<file path="src/sv/ole_pkg.sv">
// Ordered list engine package: sizes, operation and status codes,
// cell command struct and sequencer state type. No dependencies.
package ole_pkg;

    localparam int DEPTH   = 64;
    localparam int VALUE_W = 32;
    localparam int IDX_W   = $clog2(DEPTH);
    localparam int CNT_W   = $clog2(DEPTH + 1);
    localparam int KIND_W  = 4;
    localparam int STAT_W  = 3;
    localparam int CAP_W   = 7;
    localparam int PADDR_W = 3;
    localparam int PDATA_W = 32;

    localparam logic [PADDR_W-3:0] REG_CAPACITY = '0;
    localparam logic [CAP_W-1:0]   CAP_RESET    = CAP_W'(DEPTH);

    typedef enum logic [KIND_W-1:0] {
        K_PUSH_BACK  = 4'd0,
        K_POP_BACK   = 4'd1,
        K_PUSH_FRONT = 4'd2,
        K_POP_FRONT  = 4'd3,
        K_INSERT     = 4'd4,
        K_DELETE     = 4'd5,
        K_DELETE_VAL = 4'd6,
        K_FIND       = 4'd7,
        K_GET        = 4'd8,
        K_SET        = 4'd9,
        K_FIRST      = 4'd10,
        K_LAST       = 4'd11
    } kind_t;

    typedef enum logic [STAT_W-1:0] {
        ST_OK       = 3'd0,
        ST_FULL     = 3'd1,
        ST_EMPTY    = 3'd2,
        ST_RANGE    = 3'd3,
        ST_NOTFOUND = 3'd4
    } status_t;

    typedef enum logic [2:0] {
        OP_HOLD  = 3'd0,
        OP_CMP   = 3'd1,
        OP_UP    = 3'd2,
        OP_DOWN  = 3'd3,
        OP_WRITE = 3'd4
    } cell_op_t;

    typedef struct packed {
        cell_op_t           op;
        logic [IDX_W-1:0]   idx;
        logic               rd_en;
        logic [IDX_W-1:0]   rd_idx;
        logic [VALUE_W-1:0] data;
        logic [CNT_W-1:0]   cnt;
    } cell_cmd_t;

    typedef enum logic [2:0] {
        S_IDLE  = 3'b001,
        S_MATCH = 3'b010,
        S_APPLY = 3'b100
    } seq_state_t;

endpackage

</file>
<file path="src/sv/ole_cell.sv">
// One list cell: holds an entry, shifts to/from its neighbours,
// flags a key match and drives its entry onto the read bus when selected. Uses ole_pkg.
module ole_cell
    import ole_pkg::*;
(
    input  logic               clk,
    input  logic [IDX_W-1:0]   cell_index,
    input  cell_cmd_t          cmd,
    input  logic [VALUE_W-1:0] below_data,
    input  logic [VALUE_W-1:0] above_data,
    output logic [VALUE_W-1:0] data,
    output logic               match,
    output logic [VALUE_W-1:0] rd_data
);

    logic [VALUE_W-1:0] entry_reg;
    logic [VALUE_W-1:0] entry_next;
    logic               match_reg;
    logic               match_next;

    always_comb
    begin
        entry_next = entry_reg;
        match_next = match_reg;
        case (cmd.op)
            OP_UP:
            begin
                if (cell_index > cmd.idx)
                begin
                    entry_next = below_data;
                end
                else if (cell_index == cmd.idx)
                begin
                    entry_next = cmd.data;
                end
            end
            OP_DOWN:
            begin
                if (cell_index >= cmd.idx)
                begin
                    entry_next = above_data;
                end
            end
            OP_WRITE:
            begin
                if (cell_index == cmd.idx)
                begin
                    entry_next = cmd.data;
                end
            end
            OP_CMP:
            begin
                match_next = ({1'b0, cell_index} < cmd.cnt) && (entry_reg == cmd.data);
            end
            default:
            begin
                entry_next = entry_reg;
            end
        endcase
    end

    always_ff @(posedge clk)
    begin
        entry_reg <= entry_next;
        match_reg <= match_next;
    end

    assign data    = entry_reg;
    assign match   = match_reg;
    assign rd_data = (cmd.rd_en && (cmd.rd_idx == cell_index)) ? entry_reg : '0;

endmodule

</file>
<file path="config.mk">
export PLATFORM = sky130hd
export DESIGN_NAME = ole_cell
export DESIGN_NICKNAME = d
export VERILOG_FILES = /design/src/sv/ole_pkg.sv /design/src/sv/ole_cell.sv
export SDC_FILE = /design/constraint.sdc
export NUM_CORES = 1
export LEC_CHECK = 0
export ABC_AREA = 1
export BUFFER_PORTS_ARGS = -buffer_cell sky130_fd_sc_hd__buf_2
export CAP_MARGIN = 30
export CORE_UTILIZATION = 37
export CTS_BUF_LIST = sky130_fd_sc_hd__clkbuf_8
export CTS_CLUSTER_SIZE = 16
export DETAILED_ROUTE_END_ITERATION = 16
export GPL_TIMING_DRIVEN = 1
export HOLD_SLACK_MARGIN = 0.15
export PLACE_DENSITY = 0.69
export SYNTH_ARGS = -nofsm -noshare
export SYNTH_HDL_FRONTEND = slang
export SYNTH_SLANG_ARGS = --single-unit
</file>
<file path="constraint.sdc">
create_clock -name clk -period 4.5 [get_ports clk]
set_clock_uncertainty 0.05 [all_clocks]
set_input_delay 0.675 -clock clk [delete_from_list [all_inputs] [get_ports clk]]
set_output_delay 0.675 -clock clk [all_outputs]
set_load 0.05 [all_outputs]
</file>
==> results.md <==
- Outcome: complete, no violations
- Crit path DAT: 3.17 ns
- Post-cts resize count: 0
- Post-route design area: 5140 µm²
- CP Class: input port to flop
- Initial DRC Count: 299
- Register area share after synthesis: 24.7%
- CP max FO: 37
- Yosys warns: 0
- Gr usage total: 24.8%
- Routed WL: 14000 µm
- Root buffer cell: clkbuf_8
- Filler cell count: 1164
- 1st-pass router iterations: 7
- Startpoint Class: input port
- Max Fclk: 326 MHz
- Worst-Skew Late Latency: 0.28 ns
- First-pass GRT wire length: 22000 µm
- DR vias: 4971
- Cts hold-fix bufs: 0
- Slack of the critical path: 1.43 ns
- Starting Density: 38.5%
- Met2 usage: 42.3%
- Number of global-route vias before repair: 4441
- Mapped Cells: 726
- Dpl cell area: 5060 µm²
- Final layout net count: 1037
- Worst vdd ir: 0.112 mV
- Cts bufs inserted: 5
- Largest register FFs: 32
- DR WL/cell: 13.5 µm
- Synth top area cells: nand2_1 (27%), edfxtp_1 (25%), nand3_1 (15%), inv_1 (13%), nor2_1 (5.4%)
- Lkg Pwr: 3.27 nW
- DRC errors left: 0
- Final max-slew violation count: 0
- #FFs+latches synth: 33
- Placed Cells: 1029
- Global routing met1 resource utilization: 32.7%
- Avg Inst Size Synth: 5.53 µm²
- Largest net degree at the start of global routing: 38
- Total Neg Setup Slack: 0 ns
- Antenna Nets Post-Route: 0
- Pwr per Cell Area: 231 nW/µm²
- Yosys top cell area share: 27.1%
- # setup viols final: 0
- Mapped cell area: 4010 µm²
- DPL Wire Length: 10400 µm
- Row cnt: 37
- Multi-input gate area: 2350 µm²
- Final hold slack: 0.685 ns
- Fin cells: 1038
- Share of layout cells above drive strength 1: 23.5%
- Post-CTS Setup Bufs: 0
- Max-slew headroom: 41.4%
- Chip Width: 106 µm
- Area leader, netlist: nand2_1
- Dpl ws: 1.15 ns
- H-Tree Depth: 2
- # IOs: 191
- Cell variety after synth: 22
- Syn Nets: 863
- CTS max path bufs: 2
- Tightest Hold Check Type: input port to flop
- Die footprint: 11300 µm²
- Die H: 106 µm
- Final Hold Vio Count: 0
- Reg area: 991 µm²
- Least-Margin Pin Slew: 0.877 ns
- RSZ-0062 raised after global routing: no
- Clock Pin Slew Worst Setup and Hold Paths: 0.08 ns
- CTS tree: done
- M3 GR Usage: 4.17%
- Via density: 4.79
- Minimum clock period: 3.07 ns
- CORE AREA: 10400 µm²
- Input/output buffers: 190
- Required @ worst endpoint: 4.60 ns
- Initial antenna violation count: 1
- Total grt overflow: 0
- GPL Wtd Cong: 0.840
- Grt peak-use layer: met2
- CP Capture Type: flop
- Util after Layout: 49.4%
- Area growth, synth to finish: 28.2%
- Final Cycle Share: 68.1%
- Number of max-cap violations: 0
- TritonCTS Sinks: 33
- Tot Pwr: 1.19 mW
-- Yosys cell counts (all sizes together) --
cell type and count:
a21boi 1, a21oi 4, buf 22, clkbuf 9, edfxtp 33, ha 11, inv 143, nand2 292
nand3 124, nand3b 9, nand4 3, nor2 59, nor3 1, o21ai 6, o22ai 1, xnor2 6
xor2 2
-- routing by layer --
layer / vias to the layer above / wire [µm] / share of wire (%)
met3: 10 / 1140 / 8.1
met2: 215 / 6550 / 47
li1: 2555 / - / -
met4: 0 / 138 / 0.98
met5: - / 0 / 0
met1: 2191 / 6210 / 44
-- where the power goes --
part	switching, mW	internal [mW]	total (mW)
clock	0.122	0.105	0.227
sequential	0.0266	0.387	0.413
combinational	0.378	0.168	0.545
total	0.526	0.660	1.19
-- area by class of cell --
cell class / instances / share of cell area [%]
antenna: 1 / 0.0487
clock buffer: 5 / 1.34
clock inverter: 3 / 0.268
inverter: 143 / 10.4
multi-input combinational: 519 / 45.7
sequential: 33 / 19.3
tap: 136 / 3.31
timing repair buffer: 198 / 19.7
-- final timing paths --
check	slack [ns]	to	from	cells after the start
worst max-delay path	1.43	data[8]	cell_index[5]	10
worst min-delay path	0.69	data[10]	above_data[10]	5
worst max register to register	3.04	match	data[4]	7
worst min register to register	0.77	data[24]	data[24]	6
-- layout by cell type (no fill, tap or decap), drive strengths merged --
cell type,instances
nand2,292
buf,198
inv,144
nand3,124
nor2,59
edfxtp,33
ha,11
nand3b,9
xnor2,6
o21ai,6
clkbuf,5
a21oi,4
nand4,3
xor2,2
clkinv,2
diode,1
nor3,1
o22ai,1
a21boi,1
-- worst max-delay path: stages --
cell and delay [ns]:
buf_2 0.12, ha_1 0.30, nand2_1 0.13, nor2_4 0.06
nand2_2 0.45, buf_4 0.49, nand2_2 0.52, nand2_1 0.20
nand3_1 0.09, nand2_1 0.11
-- cell families after synthesis --
logic type                 share of synthesized area, %
buffers and inverters                              17.4
and+or+nand+nor                                    51.2
DFF                                                24.7
adders and majority gates                          3.43
xor gates and xnor gates                           1.75
AOI/OAI and AO/OA                                  1.59
Note: power is estimated with default switching activity, not from simulation.
