**src/sv/ole_pkg.sv**
```systemverilog
// Ordered list engine package: sizes, operation and status codes,
// cell command struct and sequencer state type. No dependencies.
package ole_pkg;

    localparam int DEPTH   = 64;
    localparam int VALUE_W = 32;
    localparam int IDX_W   = $clog2(DEPTH);
    localparam int CNT_W   = $clog2(DEPTH + 1);
    localparam int KIND_W  = 4;
    localparam int STAT_W  = 3;
    localparam int CAP_W   = 7;
    localparam int PADDR_W = 3;
    localparam int PDATA_W = 32;

    localparam logic [PADDR_W-3:0] REG_CAPACITY = '0;
    localparam logic [CAP_W-1:0]   CAP_RESET    = CAP_W'(DEPTH);

    typedef enum logic [KIND_W-1:0] {
        K_PUSH_BACK  = 4'd0,
        K_POP_BACK   = 4'd1,
        K_PUSH_FRONT = 4'd2,
        K_POP_FRONT  = 4'd3,
        K_INSERT     = 4'd4,
        K_DELETE     = 4'd5,
        K_DELETE_VAL = 4'd6,
        K_FIND       = 4'd7,
        K_GET        = 4'd8,
        K_SET        = 4'd9,
        K_FIRST      = 4'd10,
        K_LAST       = 4'd11
    } kind_t;

    typedef enum logic [STAT_W-1:0] {
        ST_OK       = 3'd0,
        ST_FULL     = 3'd1,
        ST_EMPTY    = 3'd2,
        ST_RANGE    = 3'd3,
        ST_NOTFOUND = 3'd4
    } status_t;

    typedef enum logic [2:0] {
        OP_HOLD  = 3'd0,
        OP_CMP   = 3'd1,
        OP_UP    = 3'd2,
        OP_DOWN  = 3'd3,
        OP_WRITE = 3'd4
    } cell_op_t;

    typedef struct packed {
        cell_op_t           op;
        logic [IDX_W-1:0]   idx;
        logic               rd_en;
        logic [IDX_W-1:0]   rd_idx;
        logic [VALUE_W-1:0] data;
        logic [CNT_W-1:0]   cnt;
    } cell_cmd_t;

    typedef enum logic [2:0] {
        S_IDLE  = 3'b001,
        S_MATCH = 3'b010,
        S_APPLY = 3'b100
    } seq_state_t;

endpackage

```
**src/sv/ole_ctrl.sv**
```systemverilog
// Sequencer for the ordered list: takes an operation, runs the cell compare,
// decides the shift and result, and holds the result register. Uses ole_pkg.
module ole_ctrl
    import ole_pkg::*;
(
    input  logic               clk,
    input  logic               rst_n,
    input  logic               item_valid,
    output logic               item_stall,
    input  logic [KIND_W-1:0]  kind,
    input  logic [VALUE_W-1:0] value,
    input  logic [IDX_W-1:0]   position,
    input  logic [CNT_W-1:0]   eff_cap,
    input  logic [DEPTH-1:0]   match_vec,
    input  logic [VALUE_W-1:0] rd_bus,
    output cell_cmd_t          cmd,
    output logic               result_valid,
    input  logic               result_stall,
    output logic [VALUE_W-1:0] read_value,
    output logic [IDX_W-1:0]   found_index,
    output logic [CNT_W-1:0]   entry_count,
    output logic [STAT_W-1:0]  status
);

    seq_state_t         state_reg, state_next;
    kind_t              kind_reg;
    logic [VALUE_W-1:0] value_reg;
    logic [IDX_W-1:0]   pos_reg;
    logic [CNT_W-1:0]   count_reg, count_next;

    logic               res_valid_reg;
    logic [VALUE_W-1:0] res_value_reg;
    logic [IDX_W-1:0]   res_fidx_reg;
    logic [CNT_W-1:0]   res_count_reg;
    status_t            res_status_reg;

    logic               full;
    logic               empty;
    logic [CNT_W-1:0]   pos_ext;
    logic [CNT_W-1:0]   count_dec;
    logic [IDX_W-1:0]   last_idx;
    logic               hit;
    logic [IDX_W-1:0]   hit_idx;
    cell_op_t           dec_op;
    logic [IDX_W-1:0]   dec_idx;
    logic               dec_rd_en;
    logic [IDX_W-1:0]   dec_rd_idx;
    logic [IDX_W-1:0]   dec_fidx;
    status_t            dec_status;
    logic               fire;

    assign full      = count_reg >= eff_cap;
    assign empty     = count_reg == '0;
    assign pos_ext   = {1'b0, pos_reg};
    assign count_dec = count_reg - CNT_W'(1);
    assign last_idx  = count_dec[IDX_W-1:0];
    assign fire      = (state_reg == S_APPLY) && (!res_valid_reg || !result_stall);

    // lowest matching cell
    always_comb
    begin
        hit     = |match_vec;
        hit_idx = '0;
        for (int i = DEPTH - 1; i >= 0; i--)
        begin
            if (match_vec[i])
            begin
                hit_idx = IDX_W'(i);
            end
        end
    end

    always_comb
    begin
        dec_op     = OP_HOLD;
        dec_idx    = '0;
        dec_rd_en  = 1'b0;
        dec_rd_idx = '0;
        dec_fidx   = '0;
        dec_status = ST_OK;
        count_next = count_reg;
        unique case (kind_reg) inside
            K_PUSH_BACK, K_PUSH_FRONT:
            begin
                if (full)
                begin
                    dec_status = ST_FULL;
                end
                else
                begin
                    dec_op     = OP_UP;
                    dec_idx    = (kind_reg == K_PUSH_BACK) ? count_reg[IDX_W-1:0] : '0;
                    count_next = count_reg + CNT_W'(1);
                end
            end
            K_POP_BACK, K_POP_FRONT:
            begin
                if (empty)
                begin
                    dec_status = ST_EMPTY;
                end
                else
                begin
                    dec_op     = OP_DOWN;
                    dec_idx    = (kind_reg == K_POP_BACK) ? last_idx : '0;
                    dec_rd_en  = 1'b1;
                    dec_rd_idx = dec_idx;
                    count_next = count_dec;
                end
            end
            K_INSERT:
            begin
                if (pos_ext > count_reg)
                begin
                    dec_status = ST_RANGE;
                end
                else if (full)
                begin
                    dec_status = ST_FULL;
                end
                else
                begin
                    dec_op     = OP_UP;
                    dec_idx    = pos_reg;
                    count_next = count_reg + CNT_W'(1);
                end
            end
            K_DELETE:
            begin
                if (empty)
                begin
                    dec_status = ST_EMPTY;
                end
                else if (pos_ext >= count_reg)
                begin
                    dec_status = ST_RANGE;
                end
                else
                begin
                    dec_op     = OP_DOWN;
                    dec_idx    = pos_reg;
                    dec_rd_en  = 1'b1;
                    dec_rd_idx = pos_reg;
                    count_next = count_dec;
                end
            end
            K_DELETE_VAL:
            begin
                if (hit)
                begin
                    dec_op     = OP_DOWN;
                    dec_idx    = hit_idx;
                    dec_rd_en  = 1'b1;
                    dec_rd_idx = hit_idx;
                    count_next = count_dec;
                end
                else
                begin
                    dec_status = ST_NOTFOUND;
                end
            end
            K_FIND:
            begin
                if (hit)
                begin
                    dec_rd_en  = 1'b1;
                    dec_rd_idx = hit_idx;
                    dec_fidx   = hit_idx;
                end
                else
                begin
                    dec_status = ST_NOTFOUND;
                end
            end
            K_GET:
            begin
                if (pos_ext >= count_reg)
                begin
                    dec_status = ST_RANGE;
                end
                else
                begin
                    dec_rd_en  = 1'b1;
                    dec_rd_idx = pos_reg;
                end
            end
            K_SET:
            begin
                if (pos_ext >= count_reg)
                begin
                    dec_status = ST_RANGE;
                end
                else
                begin
                    dec_op  = OP_WRITE;
                    dec_idx = pos_reg;
                end
            end
            K_FIRST, K_LAST:
            begin
                if (empty)
                begin
                    dec_status = ST_EMPTY;
                end
                else
                begin
                    dec_rd_en  = 1'b1;
                    dec_rd_idx = (kind_reg == K_LAST) ? last_idx : '0;
                end
            end
            default:
            begin
                dec_status = ST_OK;
            end
        endcase
    end

    always_comb
    begin
        cmd.op     = OP_HOLD;
        cmd.idx    = dec_idx;
        cmd.rd_en  = dec_rd_en;
        cmd.rd_idx = dec_rd_idx;
        cmd.data   = value_reg;
        cmd.cnt    = count_reg;
        if (state_reg == S_MATCH)
        begin
            cmd.op = OP_CMP;
        end
        else if (fire)
        begin
            cmd.op = dec_op;
        end
    end

    always_comb
    begin
        state_next = state_reg;
        unique case (state_reg)
            S_IDLE:
            begin
                if (item_valid)
                begin
                    state_next = S_MATCH;
                end
            end
            S_MATCH:
            begin
                state_next = S_APPLY;
            end
            S_APPLY:
            begin
                if (fire)
                begin
                    state_next = S_IDLE;
                end
            end
            default:
            begin
                state_next = S_IDLE;
            end
        endcase
    end

    always_ff @(posedge clk or negedge rst_n)
    begin
        if (!rst_n)
        begin
            state_reg     <= S_IDLE;
            count_reg     <= '0;
            res_valid_reg <= 1'b0;
        end
        else
        begin
            state_reg <= state_next;
            if (fire)
            begin
                count_reg     <= count_next;
                res_valid_reg <= 1'b1;
            end
            else if (res_valid_reg && !result_stall)
            begin
                res_valid_reg <= 1'b0;
            end
        end
    end

    always_ff @(posedge clk)
    begin
        if ((state_reg == S_IDLE) && item_valid)
        begin
            kind_reg  <= kind_t'(kind);
            value_reg <= value;
            pos_reg   <= position;
        end
        if (fire)
        begin
            res_value_reg  <= dec_rd_en ? rd_bus : '0;
            res_fidx_reg   <= dec_fidx;
            res_count_reg  <= count_next;
            res_status_reg <= dec_status;
        end
    end

    assign item_stall   = state_reg != S_IDLE;
    assign result_valid = res_valid_reg;
    assign read_value   = res_value_reg;
    assign found_index  = res_fidx_reg;
    assign entry_count  = res_count_reg;
    assign status       = res_status_reg;

endmodule

```
**config.mk**
```make
export PLATFORM = sky130hd
export DESIGN_NAME = ole_ctrl
export DESIGN_NICKNAME = d
export VERILOG_FILES = /design/src/sv/ole_pkg.sv /design/src/sv/ole_ctrl.sv
export SDC_FILE = /design/constraint.sdc
export NUM_CORES = 1
export LEC_CHECK = 0
export BUFFER_PORTS_ARGS = -buffer_cell sky130_fd_sc_hd__buf_4
export CORE_MARGIN = 2
export CORE_UTILIZATION = 35
export CTS_CLUSTER_SIZE = 24
export DETAILED_ROUTE_END_ITERATION = 8
export SETUP_SLACK_MARGIN = 0.05
export SLEW_MARGIN = 20
export SYNTH_ARGS = -nofsm -noshare
export SYNTH_HDL_FRONTEND = slang
export SYNTH_SLANG_ARGS = --single-unit
export TNS_END_PERCENT = 30
```
**constraint.sdc**
```tcl
create_clock -name clk -period 4.6 [get_ports clk]
set_input_delay 0.69 -clock clk [delete_from_list [all_inputs] [get_ports clk]]
set_output_delay 0.69 -clock clk [all_outputs]
set_load 0.03 [all_outputs]
```
==> flow_summary.yaml <==
cells_and_area:
  n_antenna_cell: 0
  drive_above_1_share_pct: 35.9
  syn_to_final_growth_pct: 41.8
  fin_cells: 1034
  final_common_cell: "buf_4"
  most-common-layout-cells: "buf_4, edfxtp_1, a21oi_1"
  fin_nets: 978
timing:
  post-route-period-util_pct: 87.0
  finalSetupViolCount: 0
  post-route-min-period_ns: 4.00
  hold_violations: 0
  setup_tns_ns: 0
  max_freq_mhz: 250
  drv_slew: 0
  grt_setup_unrepaired: "false"
  skew_ns: 0.00687
  slew-limit-headroom_pct: 39.3
  worst_slew_pin_slew_ns: 0.910
grt:
  antenna_found_initial: 0
  grt.overflow.total: 0
  grt_start_max_net_pins: 53
  grt_use_total_pct: 20.4
  grt_pass1_wl_mm: 28.5
  grt_pass1_vias: 5338
logic_synthesis:
  synth_ff_type: "edfxtp_1"
  yosysWarnings: 0
  synthDistinctLibCells: 70
  syn_inst: 562
  synthesis.nets: 727
  avgSynthCellArea_um2: 10.2
  synth_edf_count: 90
  ys_seq_area_share_pct: 51.8
  syn_area_um2: 5750
  async_flop_share_pct: 10.9
  synth-seq-cells: 101
clocking:
  clock_sinks: 101
  clk_latency_ns: 0.34
  cts_buffers: 9
  cts_hold_buf: 0
  path_clk_slew_ns: 0.07
  h-tree-depth: 3
  cts-root-buf: "clkbuf_16"
  ctsResizeCount: 0
  clk_path_buf_depth: 2
  cts_tree: "done"
  post_cts_buffers: 0
critical_path:
  cp-end-kind: "primary output"
  crit_fanout: 11
  crit_start: "count_reg[3]"
  path_class: "flop to primary output"
  cp.arrival_ns: 3.31
  rr_startpoint: "count_reg[3]"
  worstPathRequired_ns: 3.91
  cp-start-kind: "flop"
routing:
  wl_per_cell_um: 17.8
  drt-pass1-iter-count: 5
  ant_nets: 0
  viasPerCell: 5.47
  drt_iter0_markers: 315
  wirelength_mm: 18.4
  drc_errors: 0
  via_count: 5651
place:
  gp_congestion: 0.936
  place_hpwl_mm: 14.6
  dp.cells: 1018
  port_buffers: 253
floorplanning:
  dieArea_um2: 17500
  core_area_um2: 16000
  ios: 254
  start_util_pct: 36.0
  dieHeight_um: 132
  row_count: 46
  die_w_um: 132
power_and_ir_drop:
  peakVddDrop_v: 0.000323
  leakage_nw: 3.35
  power_density_nw_per_um2: 451
worst_hold_path:
  hold_path.class: "input port to asynchronous set/reset pin"
run_status:
  status: "finished, final reports clean"
run:
  drv_cap: 0
[critical path, cell delays in order (launching register included)]
cell and delay (ns):
dfrtp_1 0.33, buf_4 0.19, inv_1 0.15, ha_1 0.23, a211oi_1 0.32, nor3_1 0.12
or3b_1 0.55, o221ai_1 0.58, nand2b_1 0.18, o21ai_0 0.13, buf_4 0.20
[cell type report]
type                       count  area, um2
clock buffer                   9        225
timing repair buffer         259       1940
inverter                      36        135
fill                        1488       7840
clock inverter                 7       50.0
tap                          216        270
sequential                   101       2980
multi-input combinational    406       2560
[Yosys cell counts (6+ instances only)]
master    instances  share of area (%)
inv_1            36                2.3
nand3_1           6               0.52
dfrtp_1          10                4.3
o21ai_1           8               0.70
and2_1           33                3.6
nand2_1          32                2.1
o21ai_0          27                2.3
clkbuf_1         10               0.65
xnor2_1           6               0.91
o221ai_1          6               0.91
nor3_1           36                3.1
buf_2             8               0.70
or3_1             9               0.98
ha_1             16                3.5
nor2_1           44                2.9
edfxtp_1         90                 47
a21oi_1          45                3.9
a221o_1           7                1.2
nor4_1           22                2.4
nand2b_1         10                1.1
or4_1             9                1.2
[path summary, 6_finish.rpt]
kind                                  end  slack, ns  depth (start not counted)
setup / recovery                  cmd[52]       0.60                         10
max in group asynchronous    state_reg[0]       4.19                          1
setup reg to reg           read_value[27]       1.40                         10
hold reg to reg              result_valid       0.52                          2
min in group clk            value_reg[28]       0.52                          1
hold / removal               count_reg[3]       0.17                          1
[per-layer routing]
| layer | GRT usage [%] | vias up | part of all wire [%] |
|---|---|---|---|
| met4 | 6.15 | 0 | 1.7 |
| met5 | 0 | - | 0 |
| met3 | 6.69 | 27 | 11 |
| met2 | 33.7 | 320 | 46 |
| met1 | 25.4 | 2644 | 41 |
| li1 | - | 2660 | - |
[through the flow]
step / worst slack (ns) / power, W / cell area (um2) / hold slack [ns] / utilization (%)
6_report: 0.599 / 0.00368 / 8160 / 0.174 / 51.0
5_1_grt: 0.429 / 0.00388 / 8160 / 0.162 / 51.0
4_1_cts: 0.618 / 0.00371 / 8160 / 0.158 / 51.0
3_5_place_dp: 0.981 / 0.00299 / 7890 / 0.511 / 49.3
3_3_place_gp: 1.01 / 0.00297 / 7890 / 0.512 / 49.3
2_1_floorplan: 0.843 / 0.00234 / 5750 / 0.394 / -
[logic make-up after synthesis]
group                      after synthesis  share of synthesized area (%)
adders and majority gates               16                           3.48
buffers and inverters                   55                           3.83
and+or+nand+nor                        237                           22.9
xor gates and xnor gates                 7                           1.07
DFF                                    101                           51.8
AOI/OAI and AO/OA                      146                           16.9
[power by group]
part,switching (W),internal (W),total [W]
registers,0.000115,0.00121,0.00133
logic,0.00105,0.000596,0.00165
clock network,0.000333,0.000369,0.000703
total,0.00150,0.00218,0.00368
(Power assumes the default switching activity.)
